[src/rtl/core/assert_macros.svh]
// ----------------------------------------------------------------------------
// assert_macros.svh
// Concurrent assertion helpers shared by the descriptor walker RTL.
// ----------------------------------------------------------------------------
`ifndef ASSERT_MACROS_SVH
`define ASSERT_MACROS_SVH

// Same-cycle implication, disabled while reset is low.
`define UCDW_ASSERT_IMPL(lbl, clk, rstn, ante, cons, msg) \
    lbl: assert property (@(posedge clk) disable iff (!rstn) (ante) |-> (cons)) else $error(msg);

// Next-cycle implication, disabled while reset is low.
`define UCDW_ASSERT_NEXT(lbl, clk, rstn, ante, cons, msg) \
    lbl: assert property (@(posedge clk) disable iff (!rstn) (ante) |=> (cons)) else $error(msg);

`endif

[src/rtl/core/ucdw_pkg.sv]
// ----------------------------------------------------------------------------
// ucdw_pkg
// Types and constants of the USB configuration descriptor walker.
// ----------------------------------------------------------------------------
package ucdw_pkg;

    // walk_status codes
    localparam logic [1:0] PHASE_END = 2'd0;
    localparam logic [1:0] PHASE_BAD = 2'd1;
    localparam logic [1:0] PHASE_RUN = 2'd2;

    // descriptor types and minimum lengths
    localparam logic [7:0] TYPE_INTERFACE = 8'd4;
    localparam logic [7:0] TYPE_ENDPOINT  = 8'd5;
    localparam logic [7:0] MIN_DESC_LEN   = 8'd3;
    localparam logic [7:0] MIN_IF_LEN     = 8'd9;
    localparam logic [7:0] MIN_EP_LEN     = 8'd7;

    // match flag bit positions
    localparam int FLAG_MATCH   = 0;
    localparam int FLAG_ARMED   = 1;
    localparam int FLAG_EPFOUND = 2;

    // configuration register indexes
    localparam logic [7:0] REG_WANT_IF    = 8'd0;
    localparam logic [7:0] REG_WANT_ALT   = 8'd1;
    localparam logic [7:0] REG_WANT_EP    = 8'd2;
    localparam logic [7:0] REG_COUNT_IFNO = 8'd3;

    typedef struct packed {
        logic [7:0] data_byte;
        logic       last_byte;
    } item_t;

    typedef struct packed {
        logic [7:0] want_interface_index;
        logic [7:0] want_alternate_index;
        logic [7:0] want_endpoint_index;
        logic [7:0] count_interface_number;
    } cfg_t;

    typedef struct packed {
        logic        interface_found;
        logic [15:0] interface_offset;
        logic        endpoint_found;
        logic [15:0] endpoint_offset;
        logic [15:0] endpoint_total;
        logic [15:0] alternate_count;
        logic [1:0]  walk_status;
    } result_t;

endpackage

[src/rtl/core/ucdw_in_stage.sv]
// ----------------------------------------------------------------------------
// ucdw_in_stage
// Input register: captures one byte item, frees when the walker consumes it.
// ----------------------------------------------------------------------------
`include "assert_macros.svh"

module ucdw_in_stage (
    input  logic           aclk,
    input  logic           aresetn,
    input  logic           s_valid,
    output logic           s_ready,
    input  logic [7:0]     s_data_byte,
    input  logic           s_last_byte,
    input  logic           pop,
    output logic           item_valid,
    output ucdw_pkg::item_t item
);
    import ucdw_pkg::*;

    logic  valid_reg;
    item_t item_reg;

    assign s_ready    = !valid_reg || pop;
    assign item_valid = valid_reg;
    assign item       = item_reg;

    always_ff @(posedge aclk) begin
        if (!aresetn) begin
            valid_reg <= 1'b0;
        end else if (s_valid && s_ready) begin
            valid_reg <= 1'b1;
        end else if (pop) begin
            valid_reg <= 1'b0;
        end
    end

    always_ff @(posedge aclk) begin
        if (s_valid && s_ready) begin
            item_reg <= '{data_byte: s_data_byte, last_byte: s_last_byte};
        end
    end

    // consume only what is held; a held item is not disturbed
    `UCDW_ASSERT_IMPL(a_pop_has_item, aclk, aresetn, pop, valid_reg, "pop with empty input register")
    `UCDW_ASSERT_NEXT(a_held_item_stable, aclk, aresetn, valid_reg && !pop, valid_reg && $stable(item_reg), "held input item changed")

endmodule

[src/rtl/core/ucdw_walk_core.sv]
// ----------------------------------------------------------------------------
// ucdw_walk_core
// Walk state and the combinational per-byte update of the descriptor chain.
// ----------------------------------------------------------------------------
`include "assert_macros.svh"

module ucdw_walk_core (
    input  logic              aclk,
    input  logic              aresetn,
    input  logic              step,
    input  ucdw_pkg::item_t   item,
    input  ucdw_pkg::cfg_t    cfg,
    output logic              fire,
    output ucdw_pkg::result_t res
);
    import ucdw_pkg::*;

    typedef struct packed {
        logic [15:0] offset;
        logic [15:0] tlen;
        logic [15:0] dstart;
        logic [7:0]  dlen;
        logic [7:0]  dtype;
        logic [1:0]  phase;
        logic        seen;
        logic [7:0]  prev_num;
        logic [7:0]  if_ord;
        logic [7:0]  alt_ord;
        logic [2:0]  flags;
        logic [7:0]  ep_ord;
        logic [15:0] f_if;
        logic [15:0] f_ep;
        logic [15:0] ep_cnt;
        logic [15:0] alt_cnt;
    } walk_state_t;

    localparam walk_state_t WALK_CLEAR = '{phase: PHASE_RUN, default: '0};

    walk_state_t st_reg;
    walk_state_t st_next;

    // chain bounds check of a descriptor starting at start
    function automatic logic [1:0] check_desc(logic [1:0] ph, logic [15:0] start,
                                              logic [7:0] len, logic [15:0] tl);
        logic [16:0] stop_pos;
        stop_pos = {1'b0, start} + {9'b0, len};
        if (start >= tl) begin
            return PHASE_END;
        end else if (stop_pos > {1'b0, tl}) begin
            return PHASE_BAD;
        end else if (len < MIN_DESC_LEN) begin
            return PHASE_BAD;
        end
        return ph;
    endfunction

    // matching and counting, applied at byte 2 of a descriptor (byte 3 for the first one)
    function automatic walk_state_t desc_effects(walk_state_t s_in, logic [7:0] num,
                                                 cfg_t c);
        walk_state_t s;
        s = s_in;
        if (s.dtype == TYPE_ENDPOINT) begin
            s.ep_cnt = s.ep_cnt + 16'd1;
            if (s.flags[FLAG_ARMED]) begin
                if (s.ep_ord == c.want_endpoint_index) begin
                    if (s.dlen >= MIN_EP_LEN) begin
                        s.f_ep               = s.dstart;
                        s.flags[FLAG_EPFOUND] = 1'b1;
                    end
                    s.flags[FLAG_ARMED] = 1'b0;
                end else begin
                    s.ep_ord = s.ep_ord + 8'd1;
                end
            end
        end
        if (s.dtype == TYPE_INTERFACE) begin
            s.flags[FLAG_ARMED] = 1'b0;
            if (s.dlen >= MIN_IF_LEN) begin
                if (!s.seen) begin
                    s.seen     = 1'b1;
                    s.prev_num = num;
                end else if (num != s.prev_num) begin
                    s.prev_num = num;
                    s.if_ord   = s.if_ord + 8'd1;
                    s.alt_ord  = '0;
                end else begin
                    s.alt_ord = s.alt_ord + 8'd1;
                end
                if (num == c.count_interface_number) begin
                    s.alt_cnt = s.alt_cnt + 16'd1;
                end
                if (!s.flags[FLAG_MATCH] && s.if_ord == c.want_interface_index &&
                    s.alt_ord == c.want_alternate_index) begin
                    s.flags[FLAG_MATCH] = 1'b1;
                    s.f_if              = s.dstart;
                end
            end
        end
        return s;
    endfunction

    always_comb begin : walk_step
        walk_state_t s;
        logic        go;
        logic [15:0] o;
        logic [15:0] rel;
        logic [16:0] next_end;
        logic [7:0]  b;

        s        = st_reg;
        o        = st_reg.offset;
        b        = item.data_byte;
        go       = (s.phase == PHASE_RUN);
        rel      = '0;
        next_end = '0;

        if (go) begin
            if (o == 16'd2) s.tlen[7:0]  = b;
            if (o == 16'd3) s.tlen[15:8] = b;

            if (o == 16'd0) begin
                s.dstart = '0;
                s.dlen   = b;
                s.dtype  = '0;
            end else if (o == 16'd3) begin
                // first descriptor waits for the total length
                s.phase = check_desc(s.phase, '0, s.dlen, s.tlen);
                if (s.phase == PHASE_RUN) begin
                    s = desc_effects(s, s.tlen[7:0], cfg);
                end
            end
            go = (s.phase == PHASE_RUN);

            next_end = {1'b0, s.dstart} + {9'b0, s.dlen};
            if (go && o >= 16'd3 && {1'b0, o} == next_end) begin
                s.dstart = o;
                s.dlen   = b;
                s.dtype  = '0;
                s.phase  = check_desc(s.phase, o, b, s.tlen);
                go       = (s.phase == PHASE_RUN);
            end

            if (go) begin
                rel = o - s.dstart;
                if (rel == 16'd1) s.dtype = b;
                if (s.dstart != '0 && rel == 16'd2) begin
                    s = desc_effects(s, b, cfg);
                end
                // bNumEndpoints of the matched interface arms the search
                if (rel == 16'd4 && s.flags[FLAG_MATCH] && s.f_if == s.dstart &&
                    cfg.want_endpoint_index < b) begin
                    s.flags[FLAG_ARMED] = 1'b1;
                    s.ep_ord            = '0;
                end
                if (o >= 16'd3) begin
                    next_end = {1'b0, s.dstart} + {9'b0, s.dlen};
                    if (next_end == ({1'b0, o} + 17'd1) && next_end >= {1'b0, s.tlen}) begin
                        s.phase = PHASE_END;
                    end
                end
            end
        end

        if (s.offset != 16'hFFFF) begin
            s.offset = s.offset + 16'd1;
        end

        res.interface_found  = s.flags[FLAG_MATCH];
        res.interface_offset = s.f_if;
        res.endpoint_found   = s.flags[FLAG_EPFOUND];
        res.endpoint_offset  = s.f_ep;
        res.endpoint_total   = s.ep_cnt;
        res.alternate_count  = s.alt_cnt;
        res.walk_status      = s.phase;

        st_next = item.last_byte ? WALK_CLEAR : s;
    end

    assign fire = step && item.last_byte;

    always_ff @(posedge aclk) begin
        if (!aresetn) begin
            st_reg <= WALK_CLEAR;
        end else if (step) begin
            st_reg <= st_next;
        end
    end

    // the search is armed and a find is made only under a matched interface
    `UCDW_ASSERT_IMPL(a_armed_needs_match, aclk, aresetn, st_reg.flags[FLAG_ARMED], st_reg.flags[FLAG_MATCH], "endpoint search armed without interface match")
    `UCDW_ASSERT_IMPL(a_epfound_needs_match, aclk, aresetn, st_reg.flags[FLAG_EPFOUND], st_reg.flags[FLAG_MATCH], "endpoint found without interface match")
    `UCDW_ASSERT_NEXT(a_walk_restarts, aclk, aresetn, fire, st_reg.offset == 16'd0 && st_reg.phase == PHASE_RUN, "walk not restarted after result")

endmodule

[src/rtl/core/usb_config_descriptor_walker.sv]
// ----------------------------------------------------------------------------
// usb_config_descriptor_walker
// Streams a USB configuration descriptor and reports the matched interface,
// endpoint, endpoint total and alternate count.
// ----------------------------------------------------------------------------
// Usage:
//  - Input channel (s_*): one descriptor byte per item, offset zero first.
//    s_last_byte marks the final byte; that item produces one result item.
//  - Result channel (m_*): one item per last byte, held until m_ready.
//  - Config port (cfg_*): write while idle; index 0..3 selects
//    want_interface_index, want_alternate_index, want_endpoint_index,
//    count_interface_number. Other indexes are ignored.
//  - Throughput: one byte per cycle while no last byte waits; the walk state
//    is updated combinationally from the input register, so bytes follow back to back.
//  - Result path: a last byte goes through the input register, then the
//    result register, whose output is m_valid.
//  - Stall: while a result waits, non-last bytes keep flowing; a last byte
//    waits in the input register until the result register frees.
//  - Reset: configuration registers read zero, walk restarts at offset zero, no result
//    pending. After each result the walk restarts for a new descriptor.
// ----------------------------------------------------------------------------
`include "assert_macros.svh"

module usb_config_descriptor_walker (
    input  logic        aclk,
    input  logic        aresetn,
    // configuration write port
    input  logic        cfg_we,
    input  logic [7:0]  cfg_addr,
    input  logic [7:0]  cfg_wdata,
    // byte input
    input  logic        s_valid,
    output logic        s_ready,
    input  logic [7:0]  s_data_byte,
    input  logic        s_last_byte,
    // result output
    output logic        m_valid,
    input  logic        m_ready,
    output logic        m_interface_found,
    output logic [15:0] m_interface_offset,
    output logic        m_endpoint_found,
    output logic [15:0] m_endpoint_offset,
    output logic [15:0] m_endpoint_total,
    output logic [15:0] m_alternate_count,
    output logic [1:0]  m_walk_status
);
    import ucdw_pkg::*;

    cfg_t    cfg_reg;
    logic    in_valid;
    item_t   in_item;
    logic    out_free;
    logic    core_step;
    logic    core_fire;
    result_t core_res;
    logic    m_valid_reg;
    result_t res_reg;

    // configuration registers
    always_ff @(posedge aclk) begin
        if (!aresetn) begin
            cfg_reg <= '0;
        end else if (cfg_we) begin
            unique case (cfg_addr)
                REG_WANT_IF:    cfg_reg.want_interface_index   <= cfg_wdata;
                REG_WANT_ALT:   cfg_reg.want_alternate_index   <= cfg_wdata;
                REG_WANT_EP:    cfg_reg.want_endpoint_index    <= cfg_wdata;
                REG_COUNT_IFNO: cfg_reg.count_interface_number <= cfg_wdata;
                default: ;
            endcase
        end
    end

    ucdw_in_stage u_in_stage (
        .aclk        (aclk),
        .aresetn     (aresetn),
        .s_valid     (s_valid),
        .s_ready     (s_ready),
        .s_data_byte (s_data_byte),
        .s_last_byte (s_last_byte),
        .pop         (core_step),
        .item_valid  (in_valid),
        .item        (in_item)
    );

    // only a last byte needs room in the result register
    assign out_free  = !m_valid_reg || m_ready;
    assign core_step = in_valid && (!in_item.last_byte || out_free);

    ucdw_walk_core u_walk_core (
        .aclk    (aclk),
        .aresetn (aresetn),
        .step    (core_step),
        .item    (in_item),
        .cfg     (cfg_reg),
        .fire    (core_fire),
        .res     (core_res)
    );

    // result register
    always_ff @(posedge aclk) begin
        if (!aresetn) begin
            m_valid_reg <= 1'b0;
        end else if (core_fire) begin
            m_valid_reg <= 1'b1;
        end else if (m_ready) begin
            m_valid_reg <= 1'b0;
        end
    end

    always_ff @(posedge aclk) begin
        if (core_fire) begin
            res_reg <= core_res;
        end
    end

    assign m_valid            = m_valid_reg;
    assign m_interface_found  = res_reg.interface_found;
    assign m_interface_offset = res_reg.interface_offset;
    assign m_endpoint_found   = res_reg.endpoint_found;
    assign m_endpoint_offset  = res_reg.endpoint_offset;
    assign m_endpoint_total   = res_reg.endpoint_total;
    assign m_alternate_count  = res_reg.alternate_count;
    assign m_walk_status      = res_reg.walk_status;

    // a new result never overwrites one still waiting
    `UCDW_ASSERT_IMPL(a_no_result_overwrite, aclk, aresetn, core_fire, !m_valid_reg || m_ready, "result register overwritten")

endmodule

[config.mk]
export PLATFORM = sky130hd
export DESIGN_NAME = usb_config_descriptor_walker
export DESIGN_NICKNAME = d
export VERILOG_FILES = /design/src/rtl/core/ucdw_pkg.sv /design/src/rtl/core/ucdw_in_stage.sv /design/src/rtl/core/ucdw_walk_core.sv /design/src/rtl/core/usb_config_descriptor_walker.sv
export VERILOG_INCLUDE_DIRS = /design/src /design/src/rtl/core
export SDC_FILE = /design/constraint.sdc
export NUM_CORES = 1
export LEC_CHECK = 0
export ABC_AREA = 1
export BUFFER_PORTS_ARGS = -buffer_cell sky130_fd_sc_hd__buf_2
export CORE_MARGIN = 2
export CORE_UTILIZATION = 68
export DETAILED_ROUTE_END_ITERATION = 10
export PLACE_DENSITY = 0.92
export SLEW_MARGIN = 5
export SYNTH_ARGS = -nofsm -noshare
export SYNTH_HDL_FRONTEND = slang
export SYNTH_SLANG_ARGS = --single-unit
[constraint.sdc]
create_clock -name aclk -period 13.1 [get_ports aclk]
set_clock_uncertainty 0.2 [all_clocks]
set_input_delay 1.965 -clock aclk [delete_from_list [all_inputs] [get_ports aclk]]
set_output_delay 1.965 -clock aclk [all_outputs]
set_load 0.005 [all_outputs]
==> metrics.md <==
| Metric | Value |
|---|---|
| Post-DRT Antenna Nets | `0` |
| Final hold vios | `0` |
| Reg2reg setup slack | `1.46 ns` |
| First-pass GRT wire length | `114 mm` |
| CP max stage delay | `0.79 ns` |
| Buffers and inverters on the worst path | `6` |
| Setup TNS Final | `0 ns` |
| Post-Synth Adder-Cell Area | `6.39%` |
| Tmin final | `11.64 ns` |
| HP Class | `reg2reg` |
| Post-synthesis register bit count | `277` |
| H-Tree Depth | `1` |
| VDD IR-drop max | `0.131 mV` |
| Pre-antenna DRT Iters | `7` |
| Post-DR wirelength/cell | `19.3 um` |
| CTS root buf | `clkbuf_16` |
| CTS tree | `built` |
| Area delta synth->final | `7.64%` |
| Yosys top cell area share | `18.2%` |
| Fmax | `0.0859 GHz` |
| Mapped Avg Cell Area | `6.59 sq um` |
| Data required, critical path | `13.41 ns` |
| CTS clk-pin slew, worst paths | `0.06 ns` |
| Diode count | `0` |
| Violation count after the first detailed-routing iteration | `3,307` |
| CTS Sinks | `277` |
| Cell area after synthesis | `0.0220 sq mm` |
| DRC | `0` |
| Cell family with most CP delay | `simple AND/OR/NAND/NOR gates` |
| Worst setup SP type | `flip-flop` |
| Via count of the first global-routing pass | `22,100` |
| Post-DP Area | `0.0226 sq mm` |
| Top cell by count, worst path | `nor2_1` |
| Hold_sp | `u_walk_core.st_reg[61]$_SDFFE_PN0P_` |
| Port buffer count | `99` |
| Die ar. | `0.0338 sq mm` |
| Setup CP Type | `reg2reg` |
| Reg-to-reg endpoint | `u_walk_core.st_reg[4]$_SDFFE_PN0P_` |
| FFs w/ async S/R, synth | `0%` |
| Commonest cells after routing, fill and taps aside | `nand2_1, inv_1, a21oi_1` |
| Post-synthesis compound-gate area fraction | `15.6%` |
| FP Rows | `65` |
| Slew headroom | `15.9%` |
| Post-synth top flop | `dfxtp_1` |
| Crit. Startpoint | `u_walk_core.walk_step.o[1]$_SDFFE_PN0P_` |
| CP Max Fanout | `42` |
| Synth Instances | `3,341` |
| Final setup vio count | `0` |
| Routed vias/inst | `6.31` |
| YS warnings | `0` |
| Lkg Pwr | `0.0108 uW` |
| Detailed Place HPWL | `53.1 mm` |
| Syn nets | `3,481` |
| Xor/xnor cell area share of the yosys netlist | `6.88%` |
| Slowest-stage cell, CP | `nor3_1` |
| Post-CTS Hold Fix Bufs | `0` |
| WHS Path Cells | `2` |
| Post_cts resized | `0` |
| Worst Hold End | `u_walk_core.st_reg[61]$_SDFFE_PN0P_` |
| Design Area, Final | `0.0237 sq mm` |
| CTS max path bufs | `3` |
| Cell variety after synth | `63` |
| Clock latency at the later pin of the worst-skew pair | `0.60 ns` |
| Critical R2R Launch | `u_walk_core.walk_step.o[1]$_SDFFE_PN0P_` |
| Dominant cell type by area after synthesis | `dfxtp_1` |
| Count of flip-flops with a built-in enable after synthesis | `77` |
| Max Slew Vio Count | `0` |
| R2R cell count | `50` |
| Core ar. | `0.0317 sq mm` |
| Largest net degree at the start of global routing | `87` |
| Total Routing Usage GR | `42.4%` |
| Vias | `24,000` |
| Ports | `100` |
| Synth area leaders | `dfxtp_1, nand2_1, edfxtp_1` |
| Synth Area in Simple Gates | `32.1%` |
| RePlAce Congestion | `1.01` |
| Power density over cell area | `84.0 mW/mm^2` |
| DP Cell Count | `3,741` |
| Nets | `3,512` |
| Final period util | `88.8%` |
| Status | `finished clean` |
| Starting Density | `69.4%` |
| Number of setup buffers added after CTS | `0` |
| Fillers | `2,469` |
| Crit end category | `flip-flop` |
| Unrepaired setup endpoints after global routing | `no` |
| Max FFs per register | `150` |
| Seq/Total Area, Yosys | `28.7%` |
| Layout cells sized above 1 | `8.86%` |
| Die height | `184 um` |
| Mux cell area share after synthesis | `0.136%` |
| Layout Cells excl Fill | `3,798` |
| CP arrival | `11.95 ns` |
| Commonest non-fill, non-tap cell in the layout | `nand2_1` |
| Final Core Density | `74.7%` |
| CTS buffer count | `31` |
| Worst-Margin Slew | `1.26 ns` |
| Max-cap viol count | `0` |
| Die width | `184 um` |
| Final global-route overflow total | `0` |
| Initial antenna violation count | `1` |
| Total Routed Length | `73.3 mm` |
| Largest family of logic cells by synthesized area | `simple AND/OR/NAND/NOR gates` |
final cells by class:
| cell class | instances | area (sq um) | share of cell area, % |
|---|---|---|---|
| Multi-Input combinational cell | 2495 | 13500 | 56.9 |
| Sequential cell | 277 | 6320 | 26.6 |
| Inverter | 451 | 1700 | 7.15 |
| Clock buffer | 38 | 842 | 3.55 |
| Timing Repair Buffer | 116 | 623 | 2.63 |
| Tap cell | 402 | 503 | 2.12 |
| Clock inverter | 19 | 230 | 0.971 |
cells in the mapped netlist (all sizes together) (3+ instances only):
cell,count
a31oi,6
mux2i,3
buf,36
nor4,27
dfxtp,200
inv,444
a21o,5
o22ai,12
nor3,63
fa,4
nor3b,4
o21bai,9
o21a,3
o2111ai,4
and2,7
or4,3
a21oi,281
nor2,287
a211oi,3
o211ai,58
edfxtp,77
nand3b,19
nand3,202
o21ai,215
a21boi,3
nand2,888
clkbuf,82
o31ai,5
xor2,132
nand4,67
or2,28
clkinv,7
ha,106
xnor2,35
worst max-delay path by stage:
stage	endpoint	slack (ns)	cells past startpoint
detailed placement	u_walk_core.st_reg[6]$_SDFFE_PN0P_	1.89	50
global route	u_walk_core.st_reg[4]$_SDFFE_PN0P_	0.37	51
finish	u_walk_core.st_reg[4]$_SDFFE_PN0P_	1.46	50
floorplan	m_endpoint_offset[11]$_DFFE_PP_	4.60	53
CTS	u_walk_core.st_reg[4]$_SDFFE_PN0P_	1.88	50
global placement	u_walk_core.st_reg[4]$_SDFFE_PN0P_	2.38	50
routing by layer:
layer  track usage (%)  vias to the layer above  share of wire [%]
met2              65.9                     1694                 44
li1                  -                    11000                  -
met5                 0                        -                  0
met4              18.5                        0                4.6
met3              9.59                      317                 13
met1              56.6                    10900                 39
cell families after synthesis:
group           Yosys count
mux                       3
xor+xnor                169
compound gates          614
fa+ha+maj               110
simple gates           1599
flops                   277
buf+inv                 569
worst register-to-register path: cells and delay by family (launching register included):
family	cells	cell delay, ns
adders and majority gates	4	1.37
DFF	1	0.70
xor gates and xnor gates	2	0.35
and+or+nand+nor	33	6.99
AOI/OAI and AO/OA	5	1.03
buffers and inverters	6	0.91
power by group:
part	leakage [uW]	internal, uW	switching (uW)
Combinational	0.00787	43.3	114
Sequential	0.00238	885	8.14
Clock	0.000526	553	387
Total	0.0108	1480	510
stage by stage:
step / power, uW / setup WS [ns] / hold slack (ns)
floorplan: 1010 / 4.60 / 0.241
global placement: 1060 / 2.38 / 0.249
detailed placement: 1060 / 1.89 / 0.258
CTS: 1980 / 1.88 / 0.267
global route: 2030 / 0.375 / 0.278
finish: 1990 / 1.46 / 0.265
No activity file was read; power rests on OpenSTA's default activity.
